**src/hdl/hkd_pkg.sv**
```systemverilog
// ----------------------------------------------------------------------------
// HSV key frame detector package
// Shared widths, constants and controller/datapath interface types.
// ----------------------------------------------------------------------------
package hkd_pkg;

  // Pixel limit per frame and fractional bits of the HSV terms.
  localparam int MAX_PIXELS = 65536;
  localparam int FRAC_BITS  = 8;

  localparam int PIX_W  = 8;                // one color component
  localparam int FEAT_W = 12;               // frame feature and change
  localparam int Q_W    = FRAC_BITS + 8;    // quotient bits of the pixel divider
  localparam int HUE_W  = FRAC_BITS + 9;    // hue up to 360 in fixed point
  localparam int SV_W   = FRAC_BITS + 1;    // saturation and value up to 1.0
  localparam int TERM_W = FRAC_BITS + FEAT_W;
  localparam int CNT_W  = $clog2(MAX_PIXELS + 1);
  localparam int SUM_W  = TERM_W + $clog2(MAX_PIXELS);
  localparam int FDIV_W = CNT_W + FRAC_BITS;
  localparam int STEP_W = $clog2(Q_W);

  // 2^FRAC_BITS = 255 * VAL_Q + VAL_R, so that the value term needs no divider.
  localparam int VAL_Q = (1 << FRAC_BITS) / 255;
  localparam int VAL_R = (1 << FRAC_BITS) % 255;

  localparam logic [HUE_W-1:0]  HUE_FULL = HUE_W'(360) << FRAC_BITS;
  localparam logic [SV_W-1:0]   SV_ONE   = SV_W'(1) << FRAC_BITS;
  localparam logic [PIX_W-1:0]  PIX_MAX  = PIX_W'(255);
  localparam logic [CNT_W-1:0]  CNT_MAX  = CNT_W'(MAX_PIXELS);
  localparam logic [FEAT_W-1:0] THRESH_RESET = FEAT_W'(14);

  // Commands from the controller to the datapath.
  typedef struct packed {
    logic load_pixel;   // capture the pixel and set up the divider lanes
    logic pix_step;     // one restoring step in all pixel divider lanes
    logic calc_term;    // register 9h + 3s + v
    logic accumulate;   // add the term to the frame sum
    logic load_frame;   // set up the frame mean divider
    logic frame_step;   // one restoring step of the frame divider
    logic finish;       // publish the result and close the frame
  } hkd_cmd_t;

  // Status from the datapath to the controller.
  typedef struct packed {
    logic pix_last;     // the captured pixel ends its frame
    logic out_busy;     // the output register holds an untaken result
  } hkd_sts_t;

endpackage

```
**src/hdl/hkd_ctrl.sv**
```systemverilog
// ----------------------------------------------------------------------------
// HSV key frame detector controller
// Sequences pixel capture, the division steps, accumulation and frame close.
// ----------------------------------------------------------------------------
module hkd_ctrl
  import hkd_pkg::*;
(
  input  logic     clk,
  input  logic     rst,
  input  logic     s_tvalid,
  output logic     s_tready,
  input  hkd_sts_t sts,
  output hkd_cmd_t cmd
);

  localparam logic [2:0] S_IDLE  = 3'd0;
  localparam logic [2:0] S_PDIV  = 3'd1;
  localparam logic [2:0] S_TERM  = 3'd2;
  localparam logic [2:0] S_ACC   = 3'd3;
  localparam logic [2:0] S_FLOAD = 3'd4;
  localparam logic [2:0] S_FDIV  = 3'd5;
  localparam logic [2:0] S_DONE  = 3'd6;

  logic [2:0]        state, state_next;
  logic [STEP_W-1:0] step, step_next;

  // No pixel is taken while reset is applied.
  assign s_tready = (state == S_IDLE) && !rst;

  always_comb begin
    state_next = state;
    step_next  = step;
    cmd        = '0;
    unique case (state)
      S_IDLE: begin
        if (s_tvalid) begin
          cmd.load_pixel = 1'b1;
          step_next      = STEP_W'(Q_W - 1);
          state_next     = S_PDIV;
        end
      end
      S_PDIV: begin
        cmd.pix_step = 1'b1;
        if (step == '0) begin
          state_next = S_TERM;
        end else begin
          step_next = step - 1'b1;
        end
      end
      S_TERM: begin
        cmd.calc_term = 1'b1;
        state_next    = S_ACC;
      end
      S_ACC: begin
        cmd.accumulate = 1'b1;
        state_next     = sts.pix_last ? S_FLOAD : S_IDLE;
      end
      S_FLOAD: begin
        cmd.load_frame = 1'b1;
        step_next      = STEP_W'(FEAT_W - 1);
        state_next     = S_FDIV;
      end
      S_FDIV: begin
        cmd.frame_step = 1'b1;
        if (step == '0) begin
          state_next = S_DONE;
        end else begin
          step_next = step - 1'b1;
        end
      end
      S_DONE: begin
        if (!sts.out_busy) begin
          cmd.finish = 1'b1;
          state_next = S_IDLE;
        end
      end
      default: begin
        state_next = S_IDLE;
      end
    endcase
  end

  always_ff @(posedge clk) begin
    if (rst) begin
      state <= S_IDLE;
      step  <= '0;
    end else begin
      state <= state_next;
      step  <= step_next;
    end
  end

endmodule

```
**src/hdl/hkd_dp.sv**
```systemverilog
// ----------------------------------------------------------------------------
// HSV key frame detector datapath
// Pixel divider lanes, term and frame sum, frame mean divider, result register.
// ----------------------------------------------------------------------------
module hkd_dp
  import hkd_pkg::*;
(
  input  logic                  clk,
  input  logic                  rst,
  input  logic [23:0]           s_tdata,
  input  logic                  s_tlast,
  output logic                  m_tvalid,
  input  logic                  m_tready,
  output logic [23:0]           m_tdata,
  output logic                  m_tuser,
  input  logic                  change_threshold_we,
  input  logic [FEAT_W-1:0]     change_threshold_data,
  input  hkd_cmd_t              cmd,
  output hkd_sts_t              sts
);

  localparam int LANES = 2;   // hue, saturation

  // Pixel decode.
  logic [PIX_W-1:0] blue, green, red, mx, mn, dif;
  logic [9:0]       nsum;
  logic [15:0]      n60;
  logic [PIX_W+Q_W-1:0] hue_dvd;
  logic [15:0]      vprod;
  logic [24:0]      vrecip;
  logic [SV_W-1:0]  val_next;

  // Pixel divider lanes.
  logic [PIX_W-1:0] rem [LANES], rem_next [LANES], dvs [LANES];
  logic [Q_W-1:0]   shq [LANES], shq_next [LANES];
  logic             flat, g_ge_b, last;

  // Term and frame accumulation.
  logic [HUE_W-1:0]  hue;
  logic [SV_W-1:0]   sat, val;
  logic [TERM_W-1:0] term, term_next;
  logic [SUM_W-1:0]  weighted_sum;
  logic [CNT_W-1:0]  pixel_count;

  // Frame mean divider.
  logic [FDIV_W-1:0] frem, fdvs;
  logic [FDIV_W:0]   ftry;
  logic              fge;
  logic [FEAT_W-1:0] fsh;

  // Result and frame history.
  logic [FEAT_W-1:0] change_threshold, previous_feature, change;
  logic              have_previous, key;
  logic [FEAT_W-1:0] out_feature, out_change;
  logic              out_key;

  always_comb begin
    blue  = s_tdata[7:0];
    green = s_tdata[15:8];
    red   = s_tdata[23:16];
    mx = (red > blue) ? red : blue;
    mn = (red > blue) ? blue : red;
    if (green > mx) mx = green;
    if (green < mn) mn = green;
    dif     = mx - mn;
    nsum    = 10'(mx - red) + 10'(green - mn) + 10'(blue - mn);
    n60     = 16'(nsum) * 16'd60;
    hue_dvd = {n60, {FRAC_BITS{1'b0}}};
    // Value is mx * VAL_Q plus floor(mx * VAL_R / 255); the last quotient
    // is exact as (y + 1) * 257 / 2^16 for the small products seen here.
    vprod    = 16'(mx) * 16'(VAL_R);
    vrecip   = 25'(vprod + 17'd1) * 25'd257;
    val_next = SV_W'(mx) * SV_W'(VAL_Q) + SV_W'(vrecip[24:16]);
  end

  // One restoring division step per lane.
  always_comb begin
    logic [PIX_W:0] t;
    logic           ge;
    for (int i = 0; i < LANES; i++) begin
      t  = {rem[i], shq[i][Q_W-1]};
      ge = (t >= {1'b0, dvs[i]});
      rem_next[i] = ge ? PIX_W'(t - {1'b0, dvs[i]}) : t[PIX_W-1:0];
      shq_next[i] = {shq[i][Q_W-2:0], ge};
    end
  end

  always_ff @(posedge clk) begin
    if (cmd.load_pixel) begin
      rem[0] <= hue_dvd[PIX_W+Q_W-1:Q_W];
      shq[0] <= hue_dvd[Q_W-1:0];
      dvs[0] <= dif;
      rem[1] <= '0;
      shq[1] <= {mn, {FRAC_BITS{1'b0}}};
      dvs[1] <= mx;
      val    <= val_next;
      flat   <= (mx == mn);
      g_ge_b <= (green >= blue);
      last   <= s_tlast;
    end else if (cmd.pix_step) begin
      for (int i = 0; i < LANES; i++) begin
        rem[i] <= rem_next[i];
        shq[i] <= shq_next[i];
      end
    end
  end

  always_comb begin
    if (flat) begin
      hue = '0;
      sat = '0;
    end else begin
      hue = g_ge_b ? HUE_W'(shq[0]) : HUE_FULL - HUE_W'(shq[0]);
      sat = SV_ONE - SV_W'(shq[1]);
    end
    term_next = (TERM_W'(hue) << 3) + TERM_W'(hue)
              + (TERM_W'(sat) << 1) + TERM_W'(sat) + TERM_W'(val);
  end

  always_ff @(posedge clk) begin
    if (cmd.calc_term) begin
      term <= term_next;
    end
  end

  always_comb begin
    ftry = {frem, fsh[FEAT_W-1]};
    fge  = (ftry >= {1'b0, fdvs});
  end

  always_ff @(posedge clk) begin
    if (cmd.load_frame) begin
      frem <= FDIV_W'(weighted_sum[SUM_W-1:FEAT_W]);
      fsh  <= weighted_sum[FEAT_W-1:0];
      fdvs <= {pixel_count, {FRAC_BITS{1'b0}}};
    end else if (cmd.frame_step) begin
      frem <= fge ? FDIV_W'(ftry - {1'b0, fdvs}) : ftry[FDIV_W-1:0];
      fsh  <= {fsh[FEAT_W-2:0], fge};
    end
  end

  always_comb begin
    if (!have_previous) begin
      change = '0;
      key    = 1'b1;
    end else begin
      change = (fsh > previous_feature) ? fsh - previous_feature
                                        : previous_feature - fsh;
      key    = (change > change_threshold);
    end
  end

  always_ff @(posedge clk) begin
    if (rst) begin
      weighted_sum     <= '0;
      pixel_count      <= '0;
      previous_feature <= '0;
      have_previous    <= 1'b0;
      change_threshold <= THRESH_RESET;
      m_tvalid         <= 1'b0;
    end else begin
      if (change_threshold_we) begin
        change_threshold <= change_threshold_data;
      end
      if (cmd.accumulate && (pixel_count < CNT_MAX)) begin
        weighted_sum <= weighted_sum + SUM_W'(term);
        pixel_count  <= pixel_count + 1'b1;
      end
      if (cmd.finish) begin
        weighted_sum     <= '0;
        pixel_count      <= '0;
        previous_feature <= fsh;
        have_previous    <= 1'b1;
        m_tvalid         <= 1'b1;
      end else if (m_tready) begin
        m_tvalid <= 1'b0;
      end
    end
  end

  always_ff @(posedge clk) begin
    if (cmd.finish) begin
      out_feature <= fsh;
      out_change  <= change;
      out_key     <= key;
    end
  end

  assign m_tdata      = {out_change, out_feature};
  assign m_tuser      = out_key;
  assign sts.pix_last = last;
  assign sts.out_busy = m_tvalid & ~m_tready;

endmodule

```
**src/hdl/hsv_keyframe_detector.sv**
```systemverilog
// ----------------------------------------------------------------------------
// HSV key frame detector
// Mean HSV feature per frame and key frame decision from its change.
// ----------------------------------------------------------------------------
// Pixels enter one per transaction on the slave stream, with s_tlast on the
// last pixel of a frame. Each pixel is converted to hue, saturation and value
// in fixed point and 9h + 3s + v is added to a frame sum; at most MAX_PIXELS
// pixels of a frame are counted, later ones are ignored until the frame ends.
// The pixel that ends a frame produces one result transaction: the truncated
// mean feature, its absolute change from the previous frame (zero for the
// first frame) and a key flag that is set for the first frame or when the
// change is strictly above change_threshold. Each pixel passes through the
// two-lane restoring divider that finds hue and saturation one quotient bit
// per cycle; value comes from a constant reciprocal while the pixel is taken.
// A frame-ending pixel then goes through the bit-serial division of the
// frame sum by the pixel count and waits while the output register still
// holds an untaken previous result. No new pixel is accepted before the
// last one is through, and none during reset. The threshold register
// resets to 14 and should be written only while the block is idle.
module hsv_keyframe_detector
  import hkd_pkg::*;
(
  input  logic              clk,
  input  logic              rst,
  // Pixel stream. s_tdata: blue [7:0], green [15:8], red [23:16].
  input  logic              s_tvalid,
  output logic              s_tready,
  input  logic [23:0]       s_tdata,
  input  logic              s_tlast,   // last pixel of the frame
  // Result stream. m_tdata: frame_feature [11:0], feature_change [23:12].
  output logic              m_tvalid,
  input  logic              m_tready,
  output logic [23:0]       m_tdata,
  output logic              m_tuser,   // is_key
  // Threshold register write.
  input  logic              change_threshold_we,
  input  logic [FEAT_W-1:0] change_threshold_data
);

  hkd_cmd_t cmd;
  hkd_sts_t sts;

  // The controller only sequences with its state and step counter; all other arithmetic and state live in the datapath.
  hkd_ctrl u_ctrl (
    .clk      (clk),
    .rst      (rst),
    .s_tvalid (s_tvalid),
    .s_tready (s_tready),
    .sts      (sts),
    .cmd      (cmd)
  );

  hkd_dp u_dp (
    .clk                   (clk),
    .rst                   (rst),
    .s_tdata               (s_tdata),
    .s_tlast               (s_tlast),
    .m_tvalid              (m_tvalid),
    .m_tready              (m_tready),
    .m_tdata               (m_tdata),
    .m_tuser               (m_tuser),
    .change_threshold_we   (change_threshold_we),
    .change_threshold_data (change_threshold_data),
    .cmd                   (cmd),
    .sts                   (sts)
  );

endmodule

```
**config.mk**
```make
export PLATFORM = sky130hd
export DESIGN_NAME = hsv_keyframe_detector
export DESIGN_NICKNAME = d
export VERILOG_FILES = /design/src/hdl/hkd_pkg.sv /design/src/hdl/hkd_ctrl.sv /design/src/hdl/hkd_dp.sv /design/src/hdl/hsv_keyframe_detector.sv
export SDC_FILE = /design/constraint.sdc
export NUM_CORES = 1
export LEC_CHECK = 0
export BUFFER_PORTS_ARGS = -buffer_cell sky130_fd_sc_hd__buf_2
export CAP_MARGIN = 10
export CORE_ASPECT_RATIO = 1.75
export CORE_MARGIN = 4
export CORE_UTILIZATION = 64
export CTS_BUF_LIST = sky130_fd_sc_hd__clkbuf_4 sky130_fd_sc_hd__clkbuf_8 sky130_fd_sc_hd__clkbuf_16
export DETAILED_ROUTE_END_ITERATION = 10
export PLACE_DENSITY = 0.91
export SLEW_MARGIN = 20
export SYNTH_ARGS = -nofsm -noshare
export SYNTH_HDL_FRONTEND = slang
export SYNTH_HIERARCHICAL = 1
export SYNTH_SLANG_ARGS = --single-unit
```
**constraint.sdc**
```tcl
create_clock -name clk -period 13.1 [get_ports clk]
set_clock_uncertainty 0.1 [all_clocks]
set_input_delay 0.655 -clock clk [delete_from_list [all_inputs] [get_ports clk]]
set_output_delay 0.655 -clock clk [all_outputs]
set_load 0.02 [all_outputs]
```
==> impl_metrics.json <==
{
  "slew_headroom": 0.279,
  "setup_tns_ns": 0,
  "ys_seq_area_frac": 0.348,
  "num_rows": 85,
  "hold_viol_final": 0,
  "drt-initial-drc-count": 1183,
  "cap_violations": 0,
  "wire_per_inst_um": 19.4,
  "first_pass_iters": 5,
  "portBuffers": 68,
  "tightestPinTransition_ns": 1.08,
  "cp.arrival_ns": 11.61,
  "cts_tree": "done",
  "via_per_inst": 6.22,
  "io_pins": 69,
  "via_count": 16100,
  "root_buffer": "clkbuf_16",
  "synth_cell_type_count": 94,
  "status": "complete, no violations",
  "setup_viol": 0,
  "fill_cells": 2175,
  "async_reset_ff_frac": 0,
  "cts_buffers": 23,
  "grt_pass1_vias": 17300,
  "ys_warn_count": 6,
  "initial_core_util": 0.648,
  "diodes": 0,
  "max_freq_mhz": 87.3,
  "postCtsHoldBufs": 0,
  "final_util": 0.697,
  "core-area_um2": 30800,
  "critPathMaxStageDelay_ns": 0.74,
  "antenna_found_initial": 0,
  "grt_pass1_wl_mm": 81.3,
  "grt_max_degree": 77,
  "clk_pin_slew_ns": 0.07,
  "postCtsSetupBuffers": 0,
  "crit_path_max_fanout": 25,
  "synth_area_um2": 20000,
  "min_path_type": "in -> reg",
  "synth_edf_count": 174,
  "clk_latency_ns": 0.52,
  "startpoint_type": "input pin",
  "die_w_um": 142,
  "gr-total-overflow": 0,
  "postRouteWirelength_mm": 50.3,
  "ys_ff_latch": 261,
  "drc": 0,
  "crit_path_top_delay_cell": "nor2_2",
  "period_needed_ns": 11.45,
  "grtUsageTotal": 0.290,
  "drive_gt1_frac": 0.0876,
  "ant_nets": 0,
  "cts_resized": 0,
  "period_share": 0.874,
  "clkSinkCount": 261,
  "synth_top_flop_cell": "edfxtp_1",
  "drv_slew": 0,
  "grt_setup_unrepaired": "false",
  "crit_path_end_kind": "flip-flop",
  "critPathKind": "in -> reg",
  "crit_required_ns": 13.26,
  "synth_cells": 2137,
  "dp_hpwl_mm": 38.5,
  "cts_max_level": 1,
  "regArea_um2": 6970,
  "die-area_um2": 34300,
  "clockBufferDepth": 3,
  "area_growth_pct": 7.41,
  "layout.nets": 2504,
  "timing.critical_path.mode_cell": "inv_1",
  "multiInputGateArea_um2": 11900,
  "synth.avg_cell_area_um2": 9.36,
  "die_h_um": 242,
  "place_congestion": 0.975
}
worst paths after layout:
path	startpoint	endpoint	slack, ns	depth (start not counted)
max	s_tdata[1]	u_dp/rem[0][7]	1.65	45
min	s_tlast	u_dp/last	0.23	1
max reg2reg	u_dp/shq[0][0]	u_dp/term[17]	6.91	22
min reg2reg	u_dp/pixel_count[10]	u_dp/fdvs[18]	0.34	0
sequential cells by signal, summed over array words and instances (netlist names):
name                   cells
u_ctrl/state               3
u_ctrl/step                4
u_dp/change_threshold     12
u_dp/dvs                  16
u_dp/fdvs                 17
u_dp/flat                  1
u_dp/frem                 25
u_dp/fsh                  12
u_dp/g_ge_b                1
u_dp/have_previous         1
u_dp/last                  1
u_dp/m_tuser               1
u_dp/m_tvalid              1
u_dp/out_change           12
u_dp/out_feature          12
u_dp/pixel_count          17
u_dp/previous_feature     12
u_dp/rem                  16
u_dp/shq                  32
u_dp/term                 20
u_dp/val                   9
u_dp/weighted_sum         36
cells in the mapped netlist, types with 11 or more instances:
cell type  count  area share
xnor2_1      103       0.045
a31oi_1       11      0.0034
nand2_1      140       0.026
xor2_1        46       0.020
nor2_1       185       0.035
o21a_1        11      0.0041
clkbuf_1      47      0.0088
ha_1         222        0.14
o21bai_1      20      0.0075
edfxtp_1     174        0.26
nor4_1        11      0.0034
o21ai_0       96       0.024
nand4_1       20      0.0063
a21o_1        58       0.022
a211oi_1      13      0.0049
and2_1        29      0.0091
mux2_2        21       0.012
dfxtp_1       87       0.087
or2_2         11      0.0034
nand3_1       46       0.012
inv_1        248       0.047
nand2b_1      33       0.010
or3_1         17      0.0053
a21oi_1      157       0.039
nor3_1        37      0.0093
mux2i_1       34       0.017
nor2b_1       34       0.011
o211ai_1      11      0.0041
fa_1          54       0.054
and3_1        18      0.0056
layout make-up:
class,instances,share of cell area
Multi-Input combinational cell,1568,0.554
Clock inverter,7,0.00297
Timing Repair Buffer,83,0.0211
Tap cell,391,0.0228
Clock buffer,34,0.0315
Sequential cell,261,0.324
Inverter,249,0.0435
worst max-delay path: cells and delay by family:
| family | cells | cell delay, ns |
|---|---|---|
| compound gates | 17 | 4.16 |
| xor+xnor | 3 | 0.59 |
| fa+ha+maj | 8 | 3.29 |
| buf+inv | 7 | 0.75 |
| simple gates | 10 | 2.13 |
logic make-up after synthesis:
group           Yosys count  share of synthesized area
fa+ha+maj               280                      0.195
other cells               1                   0.000187
mux                      55                     0.0288
xor+xnor                149                     0.0652
compound gates          469                      0.154
buf+inv                 309                     0.0589
flops                   261                      0.348
simple gates            613                      0.150
cells in the final DEF (no fill, tap or decap), types with 5 or more instances in the layout:
master	synthesis	layout
inv_1	248	248
ha_1	222	222
nor2_1	185	185
edfxtp_1	174	174
a21oi_1	157	157
nand2_1	140	140
xnor2_1	103	103
o21ai_0	96	96
dfxtp_1	87	87
buf_2	6	68
a21o_1	58	58
fa_1	54	54
xor2_1	46	46
nand3_1	46	46
nor3_1	37	35
mux2i_1	34	34
nor2b_1	34	33
nand2b_1	33	33
and2_1	29	29
clkbuf_16	0	23
mux2_2	21	21
nand4_1	20	20
o21bai_1	20	20
and3_1	18	18
or3_1	17	17
buf_4	1	15
a211oi_1	13	13
o211ai_1	11	11
o21a_1	11	11
nor4_1	11	10
a31oi_1	11	10
or2_2	11	10
clkbuf_4	0	8
a221oi_1	6	6
a21boi_0	6	6
o31a_1	6	6
o31ai_1	6	6
nand3b_1	5	5
o2111ai_1	5	5
stage by stage:
step	std cells	setup WS, ns	hold slack [ns]	cell area, um2
detailed placement	2552	1.29	0.324	20700
global route	2593	1.05	0.231	21500
floorplan	2138	3.13	0.308	20000
finish	2593	1.65	0.229	21500
CTS	2593	1.83	0.220	21500
global placement	2552	1.77	0.320	20700
metal layers:
layer  global-route usage  up-vias  part of all wire
met3               0.0342      261             0.044
met5                    0        -                 0
li1                     -     7579                 -
met2                0.563      622              0.55
met1                0.258     7667              0.32
met4                0.228        0             0.089
Power is not shown: default switching activity piles up to over one toggle a cycle in this logic, so the estimate is an artifact.
